===== src/rtl/lpt_pkg.sv =====
// Shared types, constants and the prefix mask helper function for the IPv6 prefix table.
package lpt_pkg;

  localparam int LPT_TABLE_DEPTH = 16;
  localparam logic [7:0] LPT_MAX_LEN = 8'd128;

  typedef enum logic {
    OP_INSERT = 1'b0,
    OP_LOOKUP = 1'b1
  } lpt_op_e;

  typedef enum logic [1:0] {
    ST_IDLE,
    ST_SCAN,
    ST_LAST,
    ST_FIN
  } lpt_state_e;

  typedef struct packed {
    logic        opcode;
    logic [63:0] addr_high;
    logic [63:0] addr_low;
    logic [7:0]  prefix_bits;
    logic [7:0]  iface_in;
  } lpt_req_t;

  typedef struct packed {
    logic       found;
    logic [7:0] iface_out;
    logic       table_full;
  } lpt_rsp_t;

  typedef struct packed {
    logic [63:0] prefix_high;
    logic [63:0] prefix_low;
    logic [7:0]  length;
    logic [7:0]  iface;
  } lpt_entry_t;

  localparam int LPT_ENTRY_W = $bits(lpt_entry_t);

  // Commands from the controller to the datapath.
  typedef struct packed {
    logic load;    // capture a new request word
    logic rd_en;   // read the table entry at rd_addr
    logic cmp_en;  // table data for cmp_idx is on the RAM output
    logic finish;  // commit the insert and present the result
  } lpt_cmd_t;

  // Network mask of a prefix of the given length (lengths above 128 saturate).
  function automatic logic [127:0] lpt_mask(input logic [7:0] len);
    logic [127:0] m;
    if (len >= LPT_MAX_LEN) begin
      m = {128{1'b1}};
    end else begin
      m = ~({128{1'b1}} >> len);
    end
    return m;
  endfunction

endpackage


===== src/rtl/lpt_ram.sv =====
// Generic single-write, single-read RAM with a registered read port.
module lpt_ram #(
  parameter int WIDTH = 8,
  parameter int DEPTH = 16
) (
  input  logic                                       clk,
  input  logic                                       wr_en,
  input  logic [((DEPTH > 1) ? $clog2(DEPTH) : 1)-1:0] wr_addr,
  input  logic [WIDTH-1:0]                           wr_data,
  input  logic                                       rd_en,
  input  logic [((DEPTH > 1) ? $clog2(DEPTH) : 1)-1:0] rd_addr,
  output logic [WIDTH-1:0]                           rd_data
);

  logic [WIDTH-1:0] mem [DEPTH];

  always_ff @(posedge clk) begin
    if (wr_en) begin
      mem[wr_addr] <= wr_data;
    end
    if (rd_en) begin
      rd_data <= mem[rd_addr];
    end
  end

endmodule


===== src/rtl/lpt_ctrl.sv =====
// Controller state machine that sequences the table scan for each request.
module lpt_ctrl #(
  parameter int TABLE_DEPTH = lpt_pkg::LPT_TABLE_DEPTH
) (
  input  logic                                                   clk,
  input  logic                                                   rst,
  input  logic                                                   start,
  output logic                                                   busy,
  output lpt_pkg::lpt_cmd_t                                      cmd,
  output logic [((TABLE_DEPTH > 1) ? $clog2(TABLE_DEPTH) : 1)-1:0] rd_addr,
  output logic [((TABLE_DEPTH > 1) ? $clog2(TABLE_DEPTH) : 1)-1:0] cmp_idx
);
  import lpt_pkg::*;

  localparam int IW = (TABLE_DEPTH > 1) ? $clog2(TABLE_DEPTH) : 1;
  localparam logic [IW-1:0] LAST_IDX = IW'(TABLE_DEPTH - 1);

  lpt_state_e    state, state_next;
  logic [IW-1:0] cnt, cnt_next;
  logic          rd_vld;
  logic [IW-1:0] rd_idx;

  always_ff @(posedge clk) begin
    if (rst) begin
      state  <= ST_IDLE;
      cnt    <= '0;
      rd_vld <= 1'b0;
      rd_idx <= '0;
    end else begin
      state  <= state_next;
      cnt    <= cnt_next;
      rd_vld <= cmd.rd_en;
      rd_idx <= cnt;
    end
  end

  always_comb begin
    state_next = state;
    cnt_next   = cnt;
    cmd        = '0;
    cmd.cmp_en = rd_vld;
    busy       = 1'b1;
    case (state)
      ST_IDLE: begin
        busy = 1'b0;
        if (start) begin
          cmd.load   = 1'b1;
          cnt_next   = '0;
          state_next = ST_SCAN;
        end
      end
      ST_SCAN: begin
        cmd.rd_en = 1'b1;
        if (cnt == LAST_IDX) begin
          state_next = ST_LAST;
        end else begin
          cnt_next = cnt + 1'b1;
        end
      end
      ST_LAST: begin
        state_next = ST_FIN;
      end
      ST_FIN: begin
        cmd.finish = 1'b1;
        state_next = ST_IDLE;
      end
      default: begin
        state_next = ST_IDLE;
      end
    endcase
  end

  assign rd_addr = cnt;
  assign cmp_idx = rd_idx;

endmodule


===== src/rtl/lpt_dp.sv =====
// Datapath: request registers, table storage, per-entry compare and result register.
module lpt_dp #(
  parameter int TABLE_DEPTH = lpt_pkg::LPT_TABLE_DEPTH
) (
  input  logic                                                   clk,
  input  logic                                                   rst,
  input  lpt_pkg::lpt_req_t                                      req,
  input  lpt_pkg::lpt_cmd_t                                      cmd,
  input  logic [((TABLE_DEPTH > 1) ? $clog2(TABLE_DEPTH) : 1)-1:0] rd_addr,
  input  logic [((TABLE_DEPTH > 1) ? $clog2(TABLE_DEPTH) : 1)-1:0] cmp_idx,
  output logic                                                   done,
  output lpt_pkg::lpt_rsp_t                                      rsp
);
  import lpt_pkg::*;

  localparam int IW = (TABLE_DEPTH > 1) ? $clog2(TABLE_DEPTH) : 1;

  // Captured request. For inserts the key is already masked to its length.
  lpt_op_e      op;
  logic [127:0] key;
  logic [7:0]   len;
  logic [7:0]   ifc;

  logic [TABLE_DEPTH-1:0] valid;

  // Scan results.
  logic          acc_found;
  logic [7:0]    acc_len;
  logic [7:0]    acc_iface;
  logic          hit_found;
  logic [IW-1:0] hit_idx;
  logic          free_found;
  logic [IW-1:0] free_idx;

  logic [7:0]    len_sat;
  lpt_entry_t    ent, wr_ent;
  logic [LPT_ENTRY_W-1:0] rd_data;
  logic          ent_vld;
  logic          lk_match, ins_match;
  logic          wr_en;
  logic [IW-1:0] wr_slot;

  assign len_sat = (req.prefix_bits > LPT_MAX_LEN) ? LPT_MAX_LEN : req.prefix_bits;

  assign ent     = lpt_entry_t'(rd_data);
  assign ent_vld = valid[cmp_idx];

  assign lk_match  = ent_vld &&
                     (((key & lpt_mask(ent.length))) == {ent.prefix_high, ent.prefix_low});
  assign ins_match = ent_vld && (ent.length == len) &&
                     ({ent.prefix_high, ent.prefix_low} == key);

  assign wr_en   = cmd.finish && (op == OP_INSERT) && (hit_found || free_found);
  assign wr_slot = hit_found ? hit_idx : free_idx;

  always_comb begin
    wr_ent             = '0;
    wr_ent.prefix_high = key[127:64];
    wr_ent.prefix_low  = key[63:0];
    wr_ent.length      = len;
    wr_ent.iface       = ifc;
  end

  lpt_ram #(
    .WIDTH (LPT_ENTRY_W),
    .DEPTH (TABLE_DEPTH)
  ) u_ram (
    .clk     (clk),
    .wr_en   (wr_en),
    .wr_addr (wr_slot),
    .wr_data (LPT_ENTRY_W'(wr_ent)),
    .rd_en   (cmd.rd_en),
    .rd_addr (rd_addr),
    .rd_data (rd_data)
  );

  // Request capture.
  always_ff @(posedge clk) begin
    if (cmd.load) begin
      op  <= lpt_op_e'(req.opcode);
      len <= len_sat;
      ifc <= req.iface_in;
      if (req.opcode == OP_INSERT) begin
        key <= {req.addr_high, req.addr_low} & lpt_mask(len_sat);
      end else begin
        key <= {req.addr_high, req.addr_low};
      end
    end
  end

  // Scan accumulators.
  always_ff @(posedge clk) begin
    if (rst) begin
      acc_found  <= 1'b0;
      hit_found  <= 1'b0;
      free_found <= 1'b0;
    end else if (cmd.load) begin
      acc_found  <= 1'b0;
      hit_found  <= 1'b0;
      free_found <= 1'b0;
    end else if (cmd.cmp_en) begin
      if (op == OP_LOOKUP) begin
        if (lk_match && (!acc_found || (ent.length > acc_len))) begin
          acc_found <= 1'b1;
        end
      end else begin
        if (ins_match && !hit_found) begin
          hit_found <= 1'b1;
        end
        if (!ent_vld && !free_found) begin
          free_found <= 1'b1;
        end
      end
    end
  end

  always_ff @(posedge clk) begin
    if (cmd.load) begin
      acc_len   <= '0;
      acc_iface <= '0;
    end else if (cmd.cmp_en) begin
      if ((op == OP_LOOKUP) && lk_match && (!acc_found || (ent.length > acc_len))) begin
        acc_len   <= ent.length;
        acc_iface <= ent.iface;
      end
      if ((op == OP_INSERT) && ins_match && !hit_found) begin
        hit_idx <= cmp_idx;
      end
      if ((op == OP_INSERT) && !ent_vld && !free_found) begin
        free_idx <= cmp_idx;
      end
    end
  end

  always_ff @(posedge clk) begin
    if (rst) begin
      valid <= '0;
    end else if (wr_en) begin
      valid[wr_slot] <= 1'b1;
    end
  end

  // Result word, shown for one cycle.
  always_ff @(posedge clk) begin
    if (rst) begin
      done <= 1'b0;
    end else begin
      done <= cmd.finish;
    end
  end

  always_ff @(posedge clk) begin
    if (cmd.finish) begin
      if (op == OP_INSERT) begin
        rsp.found      <= 1'b0;
        rsp.iface_out  <= '0;
        rsp.table_full <= !(hit_found || free_found);
      end else begin
        rsp.found      <= acc_found;
        rsp.iface_out  <= acc_iface;
        rsp.table_full <= 1'b0;
      end
    end
  end

endmodule


===== src/rtl/ipv6_longest_prefix_table.sv =====
// Top level of the IPv6 on-link prefix table with longest-prefix-match lookup.
//
// The block holds up to TABLE_DEPTH IPv6 prefixes, each bound to an 8-bit
// interface number. A request word is accepted on a rising edge where start is
// high and busy is low. An insert (opcode 0) masks its address to prefix_bits
// (lengths above 128 count as 128), then rewrites the entry holding the same
// prefix and length, or else fills the lowest free slot; if there is neither,
// the insert is dropped and the result word carries table_full. A lookup
// (opcode 1) returns found and the interface of the longest matching valid
// prefix, with iface_out zero on a miss. Every request produces exactly one
// result word, shown on rsp for a single cycle while done is high; there is no
// way to hold it off, so the receiver must take it in that cycle. A request is
// taken only after the previous one is through: every request reads the entry
// memory through its single read port, one entry per cycle, then makes the
// last compare, commits any insert and registers the result, which is shown
// in the idle state in which the next request is taken. The done strobe
// appears in the first cycle in which busy is low again, so a new request
// may be issued in the same cycle the result is seen.
// Entry contents need no clearing after reset; only the per-entry valid bits
// are reset, so the block is ready right after reset deasserts.
module ipv6_longest_prefix_table #(
  parameter int TABLE_DEPTH = lpt_pkg::LPT_TABLE_DEPTH
) (
  input  logic              clk,
  input  logic              rst,
  input  logic              start,
  output logic              busy,
  input  lpt_pkg::lpt_req_t req,
  output logic              done,
  output lpt_pkg::lpt_rsp_t rsp
);
  import lpt_pkg::*;

  localparam int IW = (TABLE_DEPTH > 1) ? $clog2(TABLE_DEPTH) : 1;

  lpt_cmd_t      cmd;
  logic [IW-1:0] rd_addr;
  logic [IW-1:0] cmp_idx;

  // The controller walks the table addresses; the datapath does the compares.
  lpt_ctrl #(
    .TABLE_DEPTH (TABLE_DEPTH)
  ) u_ctrl (
    .clk     (clk),
    .rst     (rst),
    .start   (start),
    .busy    (busy),
    .cmd     (cmd),
    .rd_addr (rd_addr),
    .cmp_idx (cmp_idx)
  );

  lpt_dp #(
    .TABLE_DEPTH (TABLE_DEPTH)
  ) u_dp (
    .clk     (clk),
    .rst     (rst),
    .req     (req),
    .cmd     (cmd),
    .rd_addr (rd_addr),
    .cmp_idx (cmp_idx),
    .done    (done),
    .rsp     (rsp)
  );

endmodule


===== config.mk =====
export PLATFORM = sky130hd
export DESIGN_NAME = ipv6_longest_prefix_table
export DESIGN_NICKNAME = d
export VERILOG_FILES = /design/src/rtl/lpt_pkg.sv /design/src/rtl/lpt_ram.sv /design/src/rtl/lpt_ctrl.sv /design/src/rtl/lpt_dp.sv /design/src/rtl/ipv6_longest_prefix_table.sv
export SDC_FILE = /design/constraint.sdc
export NUM_CORES = 2
export LEC_CHECK = 0
export BUFFER_PORTS_ARGS = -buffer_cell sky130_fd_sc_hd__clkbuf_2
export CAP_MARGIN = 20
export CORE_MARGIN = 1
export CORE_UTILIZATION = 35
export CTS_BUF_LIST = sky130_fd_sc_hd__clkbuf_2
export DETAILED_ROUTE_END_ITERATION = 7
export SETUP_SLACK_MARGIN = 0.2
export SLEW_MARGIN = 20
export SYNTH_ARGS = -nofsm -noshare
export SYNTH_HDL_FRONTEND = slang
export SYNTH_SLANG_ARGS = --single-unit

===== constraint.sdc =====
create_clock -name clk -period 8.5 [get_ports clk]
set_clock_uncertainty 0.05 [all_clocks]
set_input_delay 0 -clock clk [delete_from_list [all_inputs] [get_ports clk]]
set_output_delay 0 -clock clk [all_outputs]
set_load 0.05 [all_outputs]

# Word-level counts from Yosys, hierarchy flattened

Memory sizes are Yosys's and may differ from the RTL's. A register that Yosys moved wholly into a read port is not among the register bits.
Cells that the tools add are included.

Add/subtract/negate cells: 1
$lt $le $gt $ge: 7
Eq/ne operators: 10
Shift-type cells: 2
Multiplexer cells: 24
Bitwise logic cells: 7
Reductions and logical operators: 33

Operators by type and width:

| kind                    | count |
|---|---|
| $mux 128                | 5 |
| $and 128x128->128       | 2 |
| $eq 128x128->1          | 2 |
| $not 128->128           | 2 |
| $shr 128x8->128 const A | 2 |
| $reduce_and 3->1        | 6 |
| $ge 8x8->1 const B      | 2 |
| $or 16x16->16           | 1 |
| $logic_and 1x1->1       | 15 |
| $mux 4                  | 3 |
| $lt 4x5->1 const B      | 2 |
| $mux 1                  | 9 |
| $eq 8x8->1              | 1 |
| $gt 8x8->1              | 1 |
| $gt 8x8->1 const B      | 1 |
| $mux 8                  | 1 |
| $pmux 2 s4              | 1 |
| $pmux 4 s2              | 1 |
| $logic_not 1->1         | 5 |
| $add 4x1->4 const B     | 1 |
| $bmux 1 s4              | 1 |
| $demux 1 s4             | 1 |
| $eq 2x2->1 const B      | 2 |
| $eq 4x4->1 const B      | 1 |
| 11 further kinds        | 16 |

Flip-flop bits (word level): 210
Memory bits (writable): 2304
Bits of input ports: 148
Output and inout port bits: 12
Word-level logic and storage cells: 105
Memories kept: 1

Memory list:

| name           | depth | width | read ports | clocked after memory_dff | write ports | RTL line      | text |
|---|---|---|---|---|---|---|---|
| u_dp.u_ram.mem | 16    | 144   | 1          | 1                        | 1           | lpt_ram.sv:15 | `logic [WIDTH-1:0] mem [DEPTH];` |

# Depth between registers and ports, before layout

Depth after elaboration: 9
Mapped depth: 15

# Cells and area by module

A second synthesis with hierarchy kept.

Cells, all modules: 5404
Area total of the unflattened synthesis: 105474.9 um2

By module, submodules not included:

| module   | times used | cells an instance | area an instance (um2) |
|---|---|---|---|
| lpt_ram  | 1          | 3773              | 90885.9 |
| lpt_dp   | 1          | 1572              | 14034.7 |
| lpt_ctrl | 1          | 59                | 554.3 |

# Least setup slack after synthesis

OpenSTA, ideal clock, no wires.

Path kind: reg2reg
Start: reg u_dp.hit_found
End: mem u_dp.u_ram.mem[0][0] (netlist name) (enable)
Data arrival time: 7.227 ns
Data required time: 7.798 ns
Slack: 0.571 ns
Cell stages (with the launch flop): 7
Buffers on the path: 1
Path through: dfxtp_1 -> clkbuf_1 -> inv_1 -> o22a_1 -> nor2_1 -> nand2_1 -> nor2_1

Longest elaborated chain between the ends: 4
Elaborated cells on any way between the ends: 5
Those cells by class: 3 x mux; 2 x reduce/logical

Ends and longest elaborated chain:

| item                         | RTL line      | text |
|---|---|---|
| start, declared              | lpt_dp.sv:30  | `logic hit_found;` |
| start signal, assigned       | lpt_dp.sv:95  | `hit_found <= 1'b0;` |
| start signal, assigned       | lpt_dp.sv:99  | `hit_found <= 1'b0;` |
| start signal, assigned       | lpt_dp.sv:108 | `hit_found <= 1'b1;` |
| $logic_or 1x1->1             | lpt_dp.sv:53  | `assign wr_en = cmd.finish && (op == OP_INSERT) && (hit_found \|\| free_found);` |
| $logic_and 1x1->1            | lpt_dp.sv:53  |  |
| $mux 1                       | lpt_ram.sv:18 | `if (wr_en) begin` |
| $mux 1 (implied by the code) | lpt_ram.sv:19 | `mem[wr_addr] <= wr_data;` |
| end, declared                | lpt_ram.sv:15 |  |

Several ways; a longest one is shown, not always the timed one.

# Worst setup path after layout

Start: reg u_dp.u_ram.rd_data[13] (read register of u_dp.u_ram.mem)
End: reg u_dp.acc_len[4]

Longest elaborated chain between the ends: 9
Elaborated cells on any way between the ends: 12
Those cells by class: 2 x order compare; 1 x eq/ne; 1 x shift; 1 x mux; 2 x bitwise; 5 x reduce/logical

Ends and longest elaborated chain:

| item                           | RTL line      | text |
|---|---|---|
| start, declared                | lpt_ram.sv:12 | `output logic [WIDTH-1:0] rd_data` |
| $shr 128x8->128                | lpt_pkg.sv:56 | `m = ~({128{1'b1}} >> len);` |
| $not 128->128                  | lpt_pkg.sv:56 |  |
| $mux 128                       | lpt_pkg.sv:53 | `if (len >= LPT_MAX_LEN) begin` |
| $and 128x128->128              | lpt_dp.sv:49  | `(((key & lpt_mask(ent.length))) == {ent.prefix_high, ent.prefix_low});` |
| $eq 128x128->1                 | lpt_dp.sv:49  |  |
| $logic_and 1x1->1              | lpt_dp.sv:48  | `assign lk_match = ent_vld &&` |
| $logic_and 1x1->1              | lpt_dp.sv:122 | `if ((op == OP_LOOKUP) && lk_match && (!acc_found \|\| (ent.length > acc_len))) begin` |
| $logic_and 1x1->1 (*)          | lpt_dp.sv:122 |  |
| $reduce_and 2->1 (no line) (*) | -             |  |
| end signal, assigned           | lpt_dp.sv:123 | `acc_len <= ent.length;` |
| end, declared                  | lpt_dp.sv:28  | `logic [7:0] acc_len;` |

Every way passes the cells marked *; elsewhere a longest branch is shown, timed or not.
A chain may end at the register's enable or synchronous reset.

==> Flow_metrics.wiki <==
{| class="wikitable"
! Metric !! Value
|-
| Data required, critical path || 10.04 ns
|-
| RSZ-0062 raised after global routing || no
|-
| Part of the power in the clock network || 0.267
|-
| Floorplan die width || 548 µm
|-
| Leading cell types in the layout, fill and taps excluded || sky130_fd_sc_hd__edfxtp_1, sky130_fd_sc_hd__clkbuf_2, sky130_fd_sc_hd__mux4_2, sky130_fd_sc_hd__dlygate4sd3_1, sky130_fd_sc_hd__o21ai_0
|-
| H-tree depth || 6
|-
| Number of enable flip-flop cells after synthesis || 2611
|-
| Startpoint class of the critical path || flip-flop
|-
| Launching point of the worst reg2reg path || u_dp.u_ram.rd_data[13]
|-
| Commonest non-fill, non-tap cell in the layout || sky130_fd_sc_hd__edfxtp_1
|-
| Achievable frequency || 0.196 GHz
|-
| CTS Buf Count || 649
|-
| Post-synthesis cell area || 104000 µm²
|-
| Number of remaining DRC errors || 0
|-
| Number of standard cells after synthesis || 4876
|-
| Switching part of the total power || 0.320
|-
| DIE AREA || 300000 µm²
|-
| Sequential area share after synthesis || 0.761
|-
| Vias in the first global route || 59455
|-
| Cell variety after synth || 81
|-
| Pin count of the biggest net entering global routing || 128
|-
| Max-slew violation total from the final report || 0
|-
| Number of buffers between clock root and the deepest sink || 4
|-
| Result of the run || completed
|-
| Slowest library cell on the worst path || sky130_fd_sc_hd__or4_1
|-
| Global-route wire length before repair || 466 mm
|-
| Crit Path Category || flip-flop to flip-flop
|-
| Worst rel slew slack || 0.197
|-
| GRT Residual Overflow || 0
|-
| Yosys warning total || 0
|-
| Post-CTS setup buffer count || 0
|-
| Endpoint class of the critical path || flip-flop
|-
| Proportion of power drawn by flip-flops and latches || 0.559
|-
| Detailed-route vias per instance || 5.53
|-
| Switching component of the power || 9.92 mW
|-
| Routability congestion estimate || 1.04
|-
| Number of nets with antenna violations after detailed routing || 0
|-
| Overall Power || 31.0 mW
|-
| Summed negative setup slack over all endpoints || 0 ns
|-
| Endpoint of the worst register-to-register path || u_dp.acc_len[4]
|-
| Worst setup path start || u_dp.u_ram.rd_data[13]
|-
| Number of port buffers || 159
|-
| Comb power frac || 0.174
|-
| Iter 0 DRT Violations || 6813
|-
| Half-perimeter wire length after detailed placement || 199 mm
|-
| NumNets Final || 6249
|-
| Initial antenna violation count || 33
|-
| TritonCTS clock tree || done
|-
| Cell area power density || 255 nW/µm²
|-
| Final number of setup-violating endpoints || 0
|-
| Total global-route track usage || 0.224
|-
| CP arrival || 6.65 ns
|-
| Main area contributors after synthesis || sky130_fd_sc_hd__edfxtp_1, sky130_fd_sc_hd__mux4_2, sky130_fd_sc_hd__dfxtp_1
|-
| Share of Yosys cell area claimed by the top area cell type || 0.752
|-
| Number of clock sinks || 2658
|-
| Top cell by count, worst path || sky130_fd_sc_hd__buf_4
|-
| Final critical-path share of the clock period || 0.601
|-
| Synthesized net count || 5038
|-
| Stage delay of the slowest cell on the critical path || 0.75 ns
|-
| Total number of vias || 58003
|-
| Share of cells above drive strength 1 || 0.316
|-
| Insertion delay of the later-clocked pin in the worst-skew pair || 1.85 ns
|-
| Worst path buffer plus inverter count || 2
|-
| Floorplan die height || 548 µm
|-
| Ordered cell list for the critical path || buf_4 -> nor3_2 -> buf_4 -> nand2_1 -> a22o_1 -> nor4_1 -> nand4_1 -> or4b_4 -> or4_1 -> o21ai_0 -> a21oi_1
|-
| Tightest Pin Transition || 1.19 ns
|-
| Leak Pwr || 38.3 nW
|-
| Effective utilization at floorplan || 0.352
|-
| Class of the worst hold path || primary input to flip-flop
|-
| Final Hold Vio Count || 0
|-
| Worst-case reg-to-reg path depth || 11
|-
| Asr flop ratio synth || 0
|-
| Kind of cell adding the most delay to the critical path || simple AND/OR/NAND/NOR gates
|-
| Setup slack on the worst flop-to-flop path || 3.39 ns
|-
| Maximum VDD drop || 0.252 mV
|-
| Top-Level Pins || 160
|-
| Max-Cap Viols || 0
|-
| Number of cell rows || 200
|-
| CTS root buf || sky130_fd_sc_hd__clkbuf_2
|-
| Largest area contributor in the synthesized netlist || sky130_fd_sc_hd__edfxtp_1
|-
| Minimum clock period after layout || 5.11 ns
|-
| Number of optimization iterations in the first detailed-route pass || 7
|-
| Routed WL || 340 mm
|-
| Worst-path clk slew || 0.11 ns
|-
| Dominant register cell in the synthesized netlist || sky130_fd_sc_hd__edfxtp_1
|-
| Max Fanout on Critical Path || 23
|-
| Routed len/inst || 32.4 µm
|-
| Destination of the critical timing path || u_dp.acc_len[4]
|-
| Internal Dissipation || 21.1 mW
|-
| Register bit total from synthesis || 2658
|-
| Core area || 297000 µm²
|-
| Critical path depth in cells || 11
|-
| Layout Area Growth over Synthesis || 16.3%
|-
| Average cell area after synthesis || 21.4 µm²
|}
-- worst min path at each step --
stage	start	to	depth (start not counted)
6_report	req[36]	u_dp.key[20]	5
5_1_grt	req[10]	u_dp.key[84]	6
4_1_cts	req[76]	u_dp.key[60]	5
3_5_place_dp	req[4]	u_dp.ifc[4]	1
3_3_place_gp	req[0]	u_dp.ifc[0]	1
2_1_floorplan	req[0]	u_dp.ifc[0]	0
-- worst min-delay path: stages --
cell and delay, ns:
sky130_fd_sc_hd__dlygate4sd3_1 0.52, sky130_fd_sc_hd__clkbuf_2 0.11, sky130_fd_sc_hd__dlygate4sd3_1 0.58, sky130_fd_sc_hd__and2_1 0.12, sky130_fd_sc_hd__dlygate4sd3_1 0.53
-- synth_stat cells (5+ instances only) --
master,instances
sky130_fd_sc_hd__a211oi_1,10
sky130_fd_sc_hd__a21boi_0,27
sky130_fd_sc_hd__a21o_1,9
sky130_fd_sc_hd__a21oi_1,104
sky130_fd_sc_hd__a221oi_1,6
sky130_fd_sc_hd__a31oi_1,14
sky130_fd_sc_hd__and2_1,56
sky130_fd_sc_hd__and3_1,15
sky130_fd_sc_hd__buf_1,49
sky130_fd_sc_hd__buf_2,24
sky130_fd_sc_hd__clkbuf_1,166
sky130_fd_sc_hd__dfxtp_1,47
sky130_fd_sc_hd__edfxtp_1,2611
sky130_fd_sc_hd__ha_1,14
sky130_fd_sc_hd__inv_1,69
sky130_fd_sc_hd__mux2i_1,17
sky130_fd_sc_hd__mux4_2,724
sky130_fd_sc_hd__nand2_1,109
sky130_fd_sc_hd__nand2b_1,16
sky130_fd_sc_hd__nand3_1,36
sky130_fd_sc_hd__nand4_1,37
sky130_fd_sc_hd__nor2_1,122
sky130_fd_sc_hd__nor2b_1,64
sky130_fd_sc_hd__nor3_1,23
sky130_fd_sc_hd__nor4_1,28
sky130_fd_sc_hd__o2111ai_1,10
sky130_fd_sc_hd__o211ai_1,11
sky130_fd_sc_hd__o21a_1,37
sky130_fd_sc_hd__o21ai_0,133
sky130_fd_sc_hd__o21ai_1,10
sky130_fd_sc_hd__o221ai_1,5
sky130_fd_sc_hd__o22ai_1,18
sky130_fd_sc_hd__o311ai_0,9
sky130_fd_sc_hd__or3_1,5
sky130_fd_sc_hd__or4_1,9
sky130_fd_sc_hd__xnor2_1,88
sky130_fd_sc_hd__xor2_1,58
-- registers in the layout (all words and copies together) (netlist names) --
name	flops
u_dp.free_found	1
u_ctrl.state	2
u_dp.rsp	10
u_dp.done	1
u_dp.op	1
u_dp.acc_found	1
u_dp.valid	16
u_ctrl.rd_vld	1
u_dp.free_idx	4
u_dp.hit_found	1
u_ctrl.cmp_idx	4
u_dp.u_ram.rd_data	144
u_dp.u_ram.mem	2304
u_dp.acc_len	8
u_dp.len	8
u_dp.acc_iface	8
u_ctrl.rd_addr	4
u_dp.key	128
u_dp.ifc	8
u_dp.hit_idx	4
-- timing repair --
action,4_1_cts,5_1_grt
hold buffers,504,1
resized for setup,0,0
hold endpoints to repair,345,29
-- metal layers --
metal / vias to the layer above / part of all wire / routed length (µm) / track usage
met2: 3105 / 0.48 / 164000 / 0.360
met3: 760 / 0.071 / 24000 / 0.0411
met4: 10 / 0.058 / 19600 / 0.125
met5: - / 0.00019 / 65 / 0.000633
li1: 23249 / - / - / -
met1: 30879 / 0.39 / 132000 / 0.286
-- cell families after synthesis --
group,after synthesis,synth area share
muxes,745,0.158
buffers and inverters,316,0.0120
xor gates and xnor gates,146,0.0123
adders and majority gates,16,0.00187
AOI/OAI and AO/OA,447,0.0269
and+or+nand+nor,548,0.0276
DFF,2658,0.761
-- metrics by stage --
step	hold slack, ns	util	area [µm²]	setup WS (ns)	std cells
2_1_floorplan	0.0489	-	104000	0.571	4876
3_3_place_gp	0.130	0.373	111000	3.45	8869
3_5_place_dp	0.135	0.373	111000	3.55	8869
4_1_cts	0.00764	0.409	121000	3.48	10474
5_1_grt	0.0542	0.409	121000	3.26	10486
6_report	0.175	0.409	121000	3.39	10495
-- power by group through the flow --
| stage | Clock (mW) | Sequential [mW] | Combinational [mW] |
|---|---|---|---|
| floorplan | 0 | 16.7 | 3.34 |
| global placement | 0 | 17.5 | 5.15 |
| detailed placement | 0 | 17.6 | 5.14 |
| CTS | 8.50 | 17.3 | 5.36 |
| global route | 9.14 | 17.3 | 5.62 |
| finish | 8.27 | 17.3 | 5.39 |
-- final cells by class --
class                      count  area [µm²]
sequential                  2658       79400
fill                       26547      175000
tap                         3939        4930
antenna                       19        47.5
timing repair buffer         805        7160
clock inverter               194        1130
clock buffer                 907        4540
inverter                      71         267
multi-input combinational   1902       23900
(Power assumes the default switching activity.)
